<file path="src/icchp_pkg.sv">
package icchp_pkg;

	// header geometry
	localparam int unsigned HeaderBytes = 128;
	localparam int unsigned PosW = 7;
	localparam int unsigned CountW = 8;
	localparam logic [CountW-1:0] HEADER_LEN = CountW'(HeaderBytes);

	// fixed signature strings
	localparam logic [95:0] SIG_DEVICE = "mntrRGB XYZ ";
	localparam logic [31:0] SIG_FILE = "acsp";

	// fixed header constants
	localparam logic [7:0] VERSION_MAJOR = 8'd4;
	localparam logic [7:0] ILLUM_70 = 8'd246;
	localparam logic [7:0] ILLUM_71 = 8'd214;
	localparam logic [7:0] ILLUM_73 = 8'd1;
	localparam logic [7:0] ILLUM_78 = 8'd211;
	localparam logic [7:0] ILLUM_79 = 8'd45;

	// positions of bytes that later predictions depend on
	localparam logic [PosW-1:0] POS_PLATFORM0 = 7'd40;
	localparam logic [PosW-1:0] POS_PLATFORM1 = 7'd41;

	// decoded bytes 4..7, reused at positions 80..83
	typedef logic [3:0][7:0] size_copy_t;

	// platform tag guess for positions 41..43
	function automatic logic [7:0] platform_guess(
		input logic [PosW-1:0] pos,
		input logic [7:0] c40,
		input logic [7:0] c41
	);
		logic [7:0] res;
		res = 8'd0;
		if (c40 == "A") begin
			res = (pos == 7'd43) ? "L" : "P";
		end else if (c40 == "M") begin
			res = (pos == 7'd41) ? "S" : ((pos == 7'd42) ? "F" : "T");
		end else if (c40 == "S" && pos != 7'd41) begin
			if (c41 == "G") begin
				res = (pos == 7'd42) ? "I" : " ";
			end else if (c41 == "U") begin
				res = (pos == 7'd42) ? "N" : "W";
			end
		end
		return res;
	endfunction

	// predicted byte for a header position
	function automatic logic [7:0] predict(
		input logic [PosW-1:0] pos,
		input logic [31:0] size,
		input size_copy_t copy,
		input logic [7:0] c40,
		input logic [7:0] c41
	);
		logic [7:0] res;
		res = 8'd0;
		case (pos)
			7'd0: res = size[31:24];
			7'd1: res = size[23:16];
			7'd2: res = size[15:8];
			7'd3: res = size[7:0];
			7'd8: res = VERSION_MAJOR;
			7'd12: res = SIG_DEVICE[95:88];
			7'd13: res = SIG_DEVICE[87:80];
			7'd14: res = SIG_DEVICE[79:72];
			7'd15: res = SIG_DEVICE[71:64];
			7'd16: res = SIG_DEVICE[63:56];
			7'd17: res = SIG_DEVICE[55:48];
			7'd18: res = SIG_DEVICE[47:40];
			7'd19: res = SIG_DEVICE[39:32];
			7'd20: res = SIG_DEVICE[31:24];
			7'd21: res = SIG_DEVICE[23:16];
			7'd22: res = SIG_DEVICE[15:8];
			7'd23: res = SIG_DEVICE[7:0];
			7'd36: res = SIG_FILE[31:24];
			7'd37: res = SIG_FILE[23:16];
			7'd38: res = SIG_FILE[15:8];
			7'd39: res = SIG_FILE[7:0];
			7'd41, 7'd42, 7'd43: res = platform_guess(pos, c40, c41);
			7'd70: res = ILLUM_70;
			7'd71: res = ILLUM_71;
			7'd73: res = ILLUM_73;
			7'd78: res = ILLUM_78;
			7'd79: res = ILLUM_79;
			7'd80: res = copy[0];
			7'd81: res = copy[1];
			7'd82: res = copy[2];
			7'd83: res = copy[3];
			default: res = 8'd0;
		endcase
		return res;
	endfunction

endpackage

</file>
<file path="src/icc_header_predictor_core.sv">
// latency: a result appears in the cycle after its byte is accepted
// throughput: one byte per cycle while the output is not stalled, set by the single result register
// header length is min(128, profile_size); bytes beyond it are taken and dropped
// reset clears the position count, the size register and the result valid;
// the kept header bytes hold no reset value and are written before use
module icc_header_predictor_core (
	input  logic        clk,
	input  logic        arst_n,
	input  logic        cfg_valid,
	output logic        cfg_ready,
	input  logic [31:0] cfg_data,
	input  logic        in_valid,
	output logic        in_stall,
	input  logic [7:0]  residual_byte,
	output logic        out_valid,
	input  logic        out_stall,
	output logic [7:0]  header_byte,
	output logic [6:0]  position,
	output logic        last_byte
);

	logic [31:0] size_q;
	logic [icchp_pkg::CountW-1:0] pos_q;
	icchp_pkg::size_copy_t copy_q;
	logic [7:0] c40_q;
	logic [7:0] c41_q;
	logic out_valid_q;
	logic [7:0] header_byte_q;
	logic [6:0] position_q;
	logic last_byte_q;

	logic cfg_wr;
	logic in_acc;
	logic active;
	logic [icchp_pkg::CountW-1:0] len;
	logic [icchp_pkg::PosW-1:0] pos_idx;
	logic [7:0] pred;
	logic [7:0] dec_byte;

	// handshakes
	assign cfg_ready = 1'b1;
	assign cfg_wr = cfg_valid & cfg_ready;
	assign in_stall = out_valid_q & out_stall;
	assign in_acc = in_valid & ~in_stall;

	// header length and prediction
	assign len = (size_q < 32'(icchp_pkg::HeaderBytes)) ? size_q[icchp_pkg::CountW-1:0]
		: icchp_pkg::HEADER_LEN;
	assign active = pos_q < len;
	assign pos_idx = pos_q[icchp_pkg::PosW-1:0];
	assign pred = icchp_pkg::predict(pos_idx, size_q, copy_q, c40_q, c41_q);
	assign dec_byte = pred + residual_byte;

	// size register and position count
	always_ff @(posedge clk or negedge arst_n) begin
		if (!arst_n) begin
			size_q <= '0;
			pos_q <= '0;
		end else if (cfg_wr) begin
			size_q <= cfg_data;
			pos_q <= '0;
		end else if (in_acc && active) begin
			pos_q <= pos_q + 1'b1;
		end
	end

	// kept header bytes for later predictions
	always_ff @(posedge clk) begin
		if (in_acc && active) begin
			if (pos_idx[icchp_pkg::PosW-1:2] == 5'd1) begin
				copy_q[pos_idx[1:0]] <= dec_byte;
			end
			if (pos_idx == icchp_pkg::POS_PLATFORM0) begin
				c40_q <= dec_byte;
			end
			if (pos_idx == icchp_pkg::POS_PLATFORM1) begin
				c41_q <= dec_byte;
			end
		end
	end

	// result valid
	always_ff @(posedge clk or negedge arst_n) begin
		if (!arst_n) begin
			out_valid_q <= 1'b0;
		end else if (in_acc) begin
			out_valid_q <= active;
		end else if (!out_stall) begin
			out_valid_q <= 1'b0;
		end
	end

	// result payload
	always_ff @(posedge clk) begin
		if (in_acc && active) begin
			header_byte_q <= dec_byte;
			position_q <= pos_idx;
			last_byte_q <= (pos_q + 1'b1) == len;
		end
	end

	assign out_valid = out_valid_q;
	assign header_byte = header_byte_q;
	assign position = position_q;
	assign last_byte = last_byte_q;

	// count never runs past the header
	a_pos_bound: assert property (@(posedge clk) disable iff (!arst_n)
		pos_q <= icchp_pkg::HEADER_LEN)
		else $error("position count beyond header");

	// a size write restarts the count
	a_cfg_restart: assert property (@(posedge clk) disable iff (!arst_n)
		cfg_wr |=> pos_q == '0)
		else $error("size write did not restart count");

	// an accepted header byte produces a result
	a_result: assert property (@(posedge clk) disable iff (!arst_n)
		in_acc && active |=> out_valid_q && position_q == $past(pos_idx))
		else $error("missing result for header byte");

	// bytes past the header leave the count alone
	a_drop: assert property (@(posedge clk) disable iff (!arst_n)
		in_acc && !active && !cfg_wr |=> $stable(pos_q) && !out_valid_q)
		else $error("byte past header changed state");

endmodule

</file>
<file path="config.mk">
export PLATFORM = sky130hd
export DESIGN_NAME = icc_header_predictor_core
export DESIGN_NICKNAME = d
export VERILOG_FILES = /design/src/icchp_pkg.sv /design/src/icc_header_predictor_core.sv
export SDC_FILE = /design/constraint.sdc
export NUM_CORES = 1
export LEC_CHECK = 0
export ABC_CLOCK_PERIOD_IN_PS = 5500
export BUFFER_PORTS_ARGS = -buffer_cell sky130_fd_sc_hd__buf_4
export CORE_ASPECT_RATIO = 1.4
export CORE_MARGIN = 1
export CORE_UTILIZATION = 50
export CTS_BUF_LIST = sky130_fd_sc_hd__clkbuf_4 sky130_fd_sc_hd__clkbuf_8
export DETAILED_ROUTE_END_ITERATION = 8
export GPL_TIMING_DRIVEN = 1
export HOLD_SLACK_MARGIN = 0.03
export PLACE_DENSITY = 0.72
export SLEW_MARGIN = 10
export SYNTH_ARGS = -nofsm -noshare
export SYNTH_HDL_FRONTEND = slang
export SYNTH_SLANG_ARGS = --single-unit
export TNS_END_PERCENT = 1
</file>
<file path="constraint.sdc">
create_clock -name clk -period 5.5 [get_ports clk]
set_input_delay 0.825 -clock clk [delete_from_list [all_inputs] [get_ports clk]]
set_output_delay 0.825 -clock clk [all_outputs]
set_load 0.01 [all_outputs]
</file>
* Word level (Yosys, flattened, before mapping)
Index checks and enable logic that the tools add are counted.
** Word-level totals
- Register bits :: 105
- Latch bits :: 0
- Bits in writable memories :: 0
- Memory bits (read-only) :: 0
- Bits of input ports :: 45
- Output and inout port bits :: 19
- Logic and storage cells :: 92
- Memories :: 0
** Cells by class
- Add/sub/neg operators :: 2
- Multiply operators :: 0
- Div/mod/pow operators :: 0
- $lt $le $gt $ge :: 4
- Eq/ne operators :: 42
- Shift operators :: 0
- Multiplexer cells :: 19
- Bitwise gates (word level) :: 3
- Reductions and logical operators :: 10
** Operator list (count)
- one-hot mux 8 bit (30 select lines) :: 1
- == test 7 bit (second input constant) :: 9
- == test 7 x 5 -> 1 bit (second input constant) :: 8
- == test 7 x 6 -> 1 bit (second input constant) :: 8
- 2-to-1 mux 7 bit :: 6
- == test 8 x 7 -> 1 bit (second input constant) :: 5
- == test 7 x 4 -> 1 bit (second input constant) :: 5
- bitwise mux 32 bit :: 1
- less-than comparator 32 x 8 -> 1 bit (second input constant) :: 1
- 2-to-1 mux 8 bit :: 4
- 2-to-1 mux 5 bit :: 4
- demux 8 bit (select 2 bit) :: 1
- == test 7 x 2 -> 1 bit (second input constant) :: 2
- adder 8 x 1 -> 8 bit (second input constant) :: 1
- adder 8 bit :: 1
- == test 8 bit :: 1
- less-than comparator 8 bit :: 1
- == test 7 x 1 -> 1 bit (second input constant) :: 1
- logical NOT 7 bit :: 1
- inequality test 7 x 6 -> 1 bit (second input constant) :: 1
- AND reduction 2 bit :: 3
- == test 5 x 1 -> 1 bit (second input constant) :: 1
- logical AND 1 bit :: 3
- less-than comparator 2 x 3 -> 1 bit (second input constant) :: 1
- 8 further kinds :: 10

* Longest topological paths before layout
Gate-level depths: netlist of run 1.
- Word-level depth :: 10
- Gate-level depth with buffers :: 15
- Gate-level depth less buffers :: 15

* Worst setup path after synthesis of run 1
OpenSTA, ideal clock, no wires.
- Path kind :: flip-flop to flip-flop
- Start point :: reg size_q[25]
- End point :: reg copy_q[0] in the netlist's numbering (enable)
- Setup time :: 398 ps
- Arrival time :: 3520 ps
- Data required time :: 5102 ps
- Slack :: 1582 ps
- Cell stages (with the launch flop) :: 10
- Path buffers :: 0
- Clock period less this slack :: 3918 ps
- Cell sequence :: dfrtp_1 nor4_1 nand4_1 nor2_2 ha_1 a2111oi_4 o2111ai_2 nand2_2 nand2_1 nor4b_1
** On the way
- Word-level cells in the longest chain between the ends :: 5
** Ends and longest elaborated chain
- start, declared :: RTL line icc_header_predictor_core.sv:22 : logic [31:0] size_q;
- start signal, assigned :: RTL line icc_header_predictor_core.sv:60 : size_q <= cfg_data;
- less-than comparator 32 x 8 -> 1 bit :: RTL line icc_header_predictor_core.sv:47 : assign len = (size_q < 32'(icchp_pkg::HeaderBytes)) ? size_q[icchp_pkg::CountW-1:0]
- 2-to-1 mux 8 bit :: RTL line icc_header_predictor_core.sv:47
- less-than comparator 8 bit :: RTL line icc_header_predictor_core.sv:49 : assign active = pos_q < len;
- logical AND 1 bit :: RTL line icc_header_predictor_core.sv:69 : if (in_acc && active) begin
- AND reduction 2 bit (no source line)
- end signal, assigned by index :: RTL line icc_header_predictor_core.sv:71 : copy_q[pos_idx[1:0]] <= dec_byte;
- end, declared :: RTL line icc_header_predictor_core.sv:24 : icchp_pkg::size_copy_t copy_q;
No other way between the ends.
A chain may end at the register's enable or synchronous reset.

* Final worst setup path of run 1
- Start point :: reg size_q[14]
- End point :: reg copy_q[5] in the netlist's numbering (enable)
Same word-level chain as after synthesis.

==> results of run 1 <==
state kept, by name (all words and copies together) (netlist names):
name / flops
c40_q: 8
out_valid: 1
position: 7
last_byte: 1
pos_q: 8
copy_q: 32
c41_q: 8
header_byte: 8
size_q: 32
metrics by stage:
step | power [W] | cell area (sq um) | hold slack [ps] | setup slack (ps) | util
after detailed placement | 0.00143 | 6210 | 538 | 1220 | 0.569
final | 0.00196 | 6450 | 402 | 1130 | 0.590
after CTS | 0.00198 | 6450 | 405 | 1170 | 0.590
after global placement | 0.00142 | 6210 | 540 | 1220 | 0.569
after global routing | 0.00204 | 6450 | 436 | 829 | 0.590
after floorplan | 0.00124 | 5650 | 448 | 1580 | -
path summary, 6_finish.rpt:
check,start,end,cells after the start
min in group clk,size_q[10],size_q[10],1
max reg2reg,size_q[14],copy_q[5],12
min,arst_n,pos_q[3],1
max in group asynchronous,arst_n,size_q[28],1
min reg2reg,size_q[10],size_q[10],1
max,size_q[14],copy_q[5],12
cell usage in the layout, fill, tap and decap left out, drive strengths merged, types with 5 or more instances in the layout:
cell type	n
buf	71
edfxtp	64
dfrtp	41
nand2	36
mux2	33
nor2	32
a21oi	20
ha	19
xnor2	18
o21ai	18
a22oi	16
nand2b	11
nor3	11
inv	11
nor4	10
clkbuf	9
nand3	9
xor2	7
nand4	6
nor2b	6
nor4b	6
and3	6
a221oi	5
o2111ai	5
a211oi	5
report_power, final:
| group | switching (W) | leakage (nW) | internal, W | total (W) |
|---|---|---|---|---|
| combinational | 0.000244 | 1.25 | 0.000164 | 0.000408 |
| clock | 0.000287 | 0.118 | 0.000266 | 0.000553 |
| sequential | 0.0000420 | 1.08 | 0.000960 | 0.00100 |
| total | 0.000573 | 2.45 | 0.00139 | 0.00196 |
area by class of cell:
type | instances | area share
clock inverter | 7 | 0.0169
tap | 141 | 0.0274
sequential | 105 | 0.457
multi-input combinational | 337 | 0.392
timing repair buffer | 71 | 0.0827
inverter | 8 | 0.00466
clock buffer | 9 | 0.0192
layer usage:
metal / vias to the layer above / part of all wire / track usage
met5: - / 0 / 0
met4: 0 / 0.055 / 0.155
met3: 56 / 0.037 / 0.0374
met2: 165 / 0.50 / 0.466
met1: 2063 / 0.40 / 0.318
li1: 1921 / - / -
critical path, delay by kind of cell, from the launching register on:
family          cells  cell delay (ps)
flops               1              440
simple gates        8             2540
compound gates      2              520
fa+ha+maj           1              310
buf+inv             1              260
cells by family (layout without fill, tap and decap cells):
kind of cell	count (synthesis)	after routing	synth area share
adders and majority gates	20	20	0.0456
DFF	105	105	0.522
muxes	34	34	0.0675
other	1	1	0.000664
and+or+nand+nor	158	158	0.165
xor gates and xnor gates	25	25	0.0388
AOI/OAI and AO/OA	99	99	0.129
buffers and inverters	34	95	0.0312
==> results.yml, run 1 <==
logic_synthesis:
  synth_edf_count: 64
  syn_inst: 476
  yosysWarnings: 0
  yosysTopAreaCellShare: 0.340
  synth_area_leaders: "edfxtp_1 34%, dfrtp_1 18%, mux2_2 6.6%, ha_1 4.2%, xnor2_1 2.8%"
  ys.flop_type: "edfxtp_1"
  synth_cell_type_count: 80
  syn_nets: 541
  yosysSeqAreaShare: 0.522
  synth.cell_area_sq_um: 5650
  yosysMostFrequentCell: "edfxtp_1"
  yosysTopAreaCell: "edfxtp_1"
  syn_area_per_cell_sq_um: 11.9
  yosys_register_bits: 105
  ys_top_cells_by_count: "64 x edfxtp_1, 41 x dfrtp_1, 34 x nand2_1"
  postSynth.asyncResetShare: 0.390
pwr:
  p_per_area_nw_per_um2: 305
  vdd_drop_max_mv: 0.218
  p_leak_nw: 2.45
routing:
  drt_wl_total_microns: 15200
  dr.first_iter.drc_count: 312
  drt-pass1-iter-count: 6
  drt-wirelength-per-cell_microns: 22.4
  ant_nets: 0
  via_count: 4205
  route.detailed.drc: 0
  vias_per_cell: 6.20
clock_tree:
  cts_resized: 0
  htree_levels: 3
  cts_tree: "done"
  cts.repair_timing.setup_buffer_count: 0
  root_buffer: "clkbuf_8"
  cts_max_path_buffers: 2
  cts_sinks: 105
  cts-hold-fix-buffers: 0
  clock_latency_ps: 380
  cts_made_buffers: 9
  clk_pin_slew_ps: 100
layout:
  multi_input_comb_area_sq_um: 2530
  n_antenna_cell: 0
  ff_latch_area_sq_um: 2950
  finalNetCount: 597
  final_cells: 678
  synthToLayoutAreaGrowth_pct: 14.1
  drive_above_1_share: 0.266
  fillCellCount: 923
floorplan:
  die_x_microns: 91.8
  die_y_microns: 128
  ios: 64
  dieArea_sq_um: 11700
  rows: 45
  start_util: 0.517
  core_sq_um: 10900
grt:
  grt_max_degree: 42
  antenna_found_initial: 0
  grt_overflow: 0
  grt_pass1_vias: 4269
  grt_use_total: 0.269
  grt_pass1_wl_microns: 23500
timing:
  period_needed_ps: 4370
  finalHoldViolations: 0
  finalSetupViolations: 0
  tightest_slew_ps: 951
  fin_skew_ps: 5.12
  slew_headroom: 0.366
  max_freq_mhz: 229
  slew_violations: 0
  rsz0062_at_grt: "no"
  fin_crit_sh: 0.795
  fin_setup_tns_ps: 0
critical_path:
  max_stage_delay_ps: 570
  path_class: "register to register"
  crit_chain: "nor4_1 -> nand3_1 -> nor2_2 -> nand2_1 -> ha_1 -> nor2b_1 -> o2111ai_1 -> o2111ai_2 -> nand2_2 -> nand2_1 -> nor4b_1 -> buf_4"
  cp.required_ps: 5590
  reg2reg_slack_ps: 1130
  cp_slowest_cell: "nand2_2"
  cp-end-kind: "register"
  critPathMaxFanout: 21
  cp.arrival_ps: 4460
  cp-start-kind: "register"
  crit_top_cell: "nand2_1"
job:
  drv_cap: 0
place:
  portBuffers: 62
  dp_hpwl_microns: 11300
  gp_congestion: 0.934
  dp_cells: 662
min_path:
  hold_class: "input pin to asynchronous set/reset pin"
outcome:
  status: "finished, final reports clean"
(Power assumes the default switching activity.)
==> inputs of run 2 (changes only) <==
--- a/config.mk
+++ b/config.mk
@@ -5,7 +5,7 @@
 export SDC_FILE = /design/constraint.sdc
 export NUM_CORES = 1
 export LEC_CHECK = 0
-export ABC_CLOCK_PERIOD_IN_PS = 5500
+export ABC_CLOCK_PERIOD_IN_PS = 4500
 export BUFFER_PORTS_ARGS = -buffer_cell sky130_fd_sc_hd__buf_4
 export CORE_ASPECT_RATIO = 1.4
 export CORE_MARGIN = 1
==> constraint.sdc (replaced) <==
create_clock -name clk -period 4.5 [get_ports clk]
set_input_delay 0.675 -clock clk [delete_from_list [all_inputs] [get_ports clk]]
set_output_delay 0.675 -clock clk [all_outputs]
set_load 0.01 [all_outputs]
==> results.yml, run 2 (same netlist as run 1, synthesis figures left out) <==
outcome:
  status: "finished, final reports clean"
routing:
  vias_per_cell: 6.17
  ant_nets: 0
  dr.first_iter.drc_count: 368
  via_count: 4275
  drt_wl_total_microns: 15900
  drt-wirelength-per-cell_microns: 22.9
  drt-pass1-iter-count: 7
  route.detailed.drc: 0
timing:
  setup_ws_ps: 356
  max_freq_mhz: 241
  finalHoldViolations: 0
  period_needed_ps: 4140
  finalSetupViolations: 0
  slew_violations: 0
  fin_setup_tns_ps: 0
  fin_crit_sh: 0.921
  slew_headroom: 0.384
  tightest_slew_ps: 916
  fin_skew_ps: 12.6
  rsz0062_at_grt: "no"
critical_path:
  cp_slowest_cell: "a2111oi_1"
  crit_chain: "inv_1 -> ha_1 -> and3_1 -> a22oi_1 -> o211ai_1 -> a2111oi_1 -> nand3_1 -> ha_1 -> fa_1 -> a21o_1 -> a21oi_1 -> o21bai_1 -> a21oi_1 -> xnor2_2"
  max_stage_delay_ps: 490
  cp-start-kind: "register"
  path_class: "register to register"
  r2r_cells: 14
  cp.arrival_ps: 4280
  cp.required_ps: 4640
  critPathMaxFanout: 11
  reg2reg_from: "pos_q[0]"
  reg2reg_slack_ps: 360
  reg2reg_to: "copy_q[22]"
  cp-end-kind: "register"
floorplan:
  dieArea_sq_um: 11700
  rows: 45
  ios: 64
  core_sq_um: 10900
  die_y_microns: 128
  die_x_microns: 91.8
  start_util: 0.517
clock_tree:
  cts_sinks: 105
  clk_pin_slew_ps: 100
  cts_resized: 0
  clock_latency_ps: 380
  cts_tree: "done"
  cts_made_buffers: 9
  cts.repair_timing.setup_buffer_count: 0
  root_buffer: "clkbuf_8"
  htree_levels: 3
  cts_max_path_buffers: 2
  cts-hold-fix-buffers: 0
layout:
  final_cells: 693
  post-route-util: 0.597
  finalNetCount: 612
  drive_above_1_share: 0.290
  synthToLayoutAreaGrowth_pct: 15.5
  final_cell_mix: "86 x buf_4, 64 x edfxtp_1, 41 x dfrtp_1"
  final_area_sq_um: 6530
  fillCellCount: 922
  n_antenna_cell: 0
  final_common_cell: "buf_4"
pwr:
  vdd_drop_max_mv: 0.246
  combPwrFrac: 0.231
  p_clk_frac: 0.241
  p_per_area_nw_per_um2: 356
  switching_share: 0.301
  power.internal_w: 0.00162
  p_leak_nw: 2.51
  seqPwrFrac: 0.527
  p_sw_w: 0.000699
grt:
  grt_max_degree: 42
  antenna_found_initial: 0
  grt_pass1_vias: 4363
  grt_overflow: 0
  grt_pass1_wl_microns: 24700
  grt_use_total: 0.285
job:
  drv_cap: 0
place:
  portBuffers: 62
  post-place-ws_ps: 238
  postPlaceCellArea_sq_um: 6330
  gp_congestion: 1.00
  dp_cells: 677
  dp_hpwl_microns: 12300
min_path:
  hold_class: "input pin to asynchronous set/reset pin"
[run 2: cell count changes in the layout (fill, tap and decap cells not counted), sizes merged]
cell    before  now
bufinv       2    0
inv         11   10
clkinv       2    4
clkbuf       9   10
buf         71   86
[run 2: through the flow]
step	total power [W]	hold WS [ps]
floorplan	0.00152	379
global placement	0.00176	526
detailed placement	0.00178	539
CTS	0.00233	274
global route	0.00241	285
finish	0.00232	254
[run 2: area by class of cell]
class                   count  area [sq um]  share of cell area
flip-flops and latches    105          2950               0.452
multi-input cells         337          2540               0.389
repair buffers             86           646              0.0989
well taps                 141           176              0.0270
clock buffers              10           131              0.0201
clock inverters             6          53.8             0.00824
inverters                   8          30.0             0.00460
[run 2: worst max-delay path: cells and delay by family (launching register included)]
kind,cells,cell delay (ps)
xor gates and xnor gates,1,240
adders and majority gates,3,1000
and+or+nand+nor,2,510
DFF,1,450
buffers and inverters,1,120
AOI/OAI and AO/OA,7,1570
[run 2: how the worst max path moves through the flow]
| stage | from | endpoint | slack (ps) |
|---|---|---|---|
| 2_1_floorplan | size_q[25] | copy_q[0] | 580 |
| 3_3_place_gp | pos_q[1] | copy_q[15] | 250 |
| 3_5_place_dp | pos_q[1] | copy_q[15] | 240 |
| 4_1_cts | pos_q[1] | copy_q[23] | 200 |
| 5_1_grt | pos_q[1] | header_byte[7] | 20 |
| 6_report | pos_q[0] | copy_q[22] | 360 |
[run 2: routing by layer]
layer / up-vias / global-route usage / part of all wire
li1: 1947 / - / -
met1: 2100 / 0.326 / 0.37
met2: 176 / 0.504 / 0.52
met3: 52 / 0.0504 / 0.055
met4: 0 / 0.153 / 0.049
met5: - / 0 / 0
[run 2: power groups by stage]
stage / Combinational [W] / Sequential, W / Clock (W)
global placement: 0.000518 / 0.00124 / 0
CTS: 0.000536 / 0.00122 / 0.000567
floorplan: 0.000285 / 0.00124 / 0
global route: 0.000578 / 0.00123 / 0.000601
finish: 0.000537 / 0.00122 / 0.000560
detailed placement: 0.000534 / 0.00124 / 0
==> inputs of run 3 (changes only) <==
--- a/config.mk
+++ b/config.mk
@@ -10,11 +10,12 @@
 export CORE_ASPECT_RATIO = 1.4
 export CORE_MARGIN = 1
 export CORE_UTILIZATION = 50
-export CTS_BUF_LIST = sky130_fd_sc_hd__clkbuf_4 sky130_fd_sc_hd__clkbuf_8
+export CTS_BUF_LIST = sky130_fd_sc_hd__clkbuf_4 sky130_fd_sc_hd__clkbuf_8 sky130_fd_sc_hd__clkbuf_16
 export DETAILED_ROUTE_END_ITERATION = 8
 export GPL_TIMING_DRIVEN = 1
 export HOLD_SLACK_MARGIN = 0.03
-export PLACE_DENSITY = 0.72
+export PLACE_DENSITY = 0.7
+export SKIP_LAST_GASP = 1
 export SLEW_MARGIN = 10
 export SYNTH_ARGS = -nofsm -noshare
 export SYNTH_HDL_FRONTEND = slang
==> results.yml, run 3 (same netlist as run 1, synthesis figures left out) <==
layout:
  n_antenna_cell: 0
  drive_above_1_share: 0.293
  final_common_cell: "buf_4"
  synthToLayoutAreaGrowth_pct: 18.2
  finalNetCount: 616
  final_cell_mix: "89 x buf_4, 64 x edfxtp_1, 40 x dfrtp_1"
timing:
  slew_violations: 0
  slew_headroom: 0.268
  finalHoldViolations: 0
  setup_ws_ps: 312
  period_needed_ps: 4190
  fin_crit_sh: 0.931
  max_freq_mhz: 239
  tightest_slew_ps: 1090
  finalSetupViolations: 0
  rsz0062_at_grt: "no"
  fin_skew_ps: 14.8
  fin_setup_tns_ps: 0
critical_path:
  cp-start-kind: "register"
  critPathMaxFanout: 12
  path_class: "register to register"
  cp.arrival_ps: 4260
  cp.required_ps: 4570
  cp-end-kind: "register"
  reg2reg_slack_ps: 310
clock_tree:
  clk_pin_slew_ps: 80
  cts_tree: "done"
  cts.repair_timing.setup_buffer_count: 0
  cts_sinks: 105
  clock_latency_ps: 360
  cts_max_path_buffers: 2
  cts-hold-fix-buffers: 0
  htree_levels: 3
  root_buffer: "clkbuf_16"
  cts_made_buffers: 9
  cts_resized: 0
routing:
  drt-pass1-iter-count: 5
  route.detailed.drc: 0
  drt-wirelength-per-cell_microns: 23.1
  dr.first_iter.drc_count: 339
  drt_wl_total_microns: 16100
  via_count: 4254
  vias_per_cell: 6.10
  ant_nets: 0
floorplan:
  ios: 64
  dieArea_sq_um: 11700
  die_x_microns: 91.8
  rows: 45
  die_y_microns: 128
  start_util: 0.517
  core_sq_um: 10900
grt:
  grt_use_total: 0.289
  antenna_found_initial: 0
  met3_usage: 0.0427
  grt_overflow: 0
  grt_pass1_vias: 4408
  top_usage_layer: "met2"
  grt_pass1_wl_microns: 25000
  met1_usage: 0.333
  grt_max_degree: 42
  grt_util_met2: 0.531
place:
  post-place-ws_ps: 342
  gp_congestion: 0.991
  portBuffers: 62
  dp_hpwl_microns: 12200
outcome:
  status: "finished, final reports clean"
pwr:
  p_leak_nw: 2.58
  p_per_area_nw_per_um2: 387
  vdd_drop_max_mv: 0.292
job:
  drv_cap: 0
min_path:
  hold_class: "input pin to asynchronous set/reset pin"
## run 3: through the flow
step / instances / power [W] / instance area, sq um / util / hold slack [ps]
2_1_floorplan: 476 / 0.00152 / 5650 / - / 379
3_3_place_gp: 681 / 0.00177 / 6370 / 0.583 / 538
3_5_place_dp: 681 / 0.00178 / 6370 / 0.583 / 538
4_1_cts: 697 / 0.00260 / 6680 / 0.611 / 302
5_1_grt: 697 / 0.00268 / 6680 / 0.612 / 322
6_report: 697 / 0.00259 / 6680 / 0.612 / 288
## run 3: metal layers
layer	wire length, microns	share of wire
met2	8600	0.53
met5	0	0
met3	645	0.040
met1	6340	0.39
met4	529	0.033
## run 3: critical path: stages (launching register included)
cell and delay, ps:
dfrtp_1 460, inv_1 110, ha_1 380, and3_1 260, a22oi_1 200, o211ai_1 130, a2111oi_1 500, nand3_1 150
ha_1 240, fa_1 410, a21o_1 190, a21oi_1 230, o21bai_1 100, a21oi_1 220, xnor2_1 320
## run 3: cell type report
| type | instances | area, sq um |
|---|---|---|
| clock inverter | 7 | 83.8 |
| tap | 141 | 176 |
| fill | 943 | 4240 |
| inverter | 8 | 30.0 |
| timing repair buffer | 90 | 688 |
| multi-input combinational | 337 | 2530 |
| clock buffer | 9 | 225 |
| sequential | 105 | 2950 |
## run 3: final timing paths
kind | from | end | cells after the start
max | pos_q[0] | copy_q[30] | 14
min | arst_n | pos_q[3] | 1
max reg2reg | pos_q[0] | copy_q[30] | 14
min reg2reg | size_q[0] | size_q[0] | 1
max in group asynchronous | arst_n | size_q[16] | 1
min in group clk | cfg_data[26] | size_q[26] | 2
## run 3: where the power goes
group	total (W)	internal, W	switching [W]
registers	0.00122	0.00117	0.0000521
clock network	0.000830	0.000444	0.000385
logic	0.000534	0.000232	0.000302
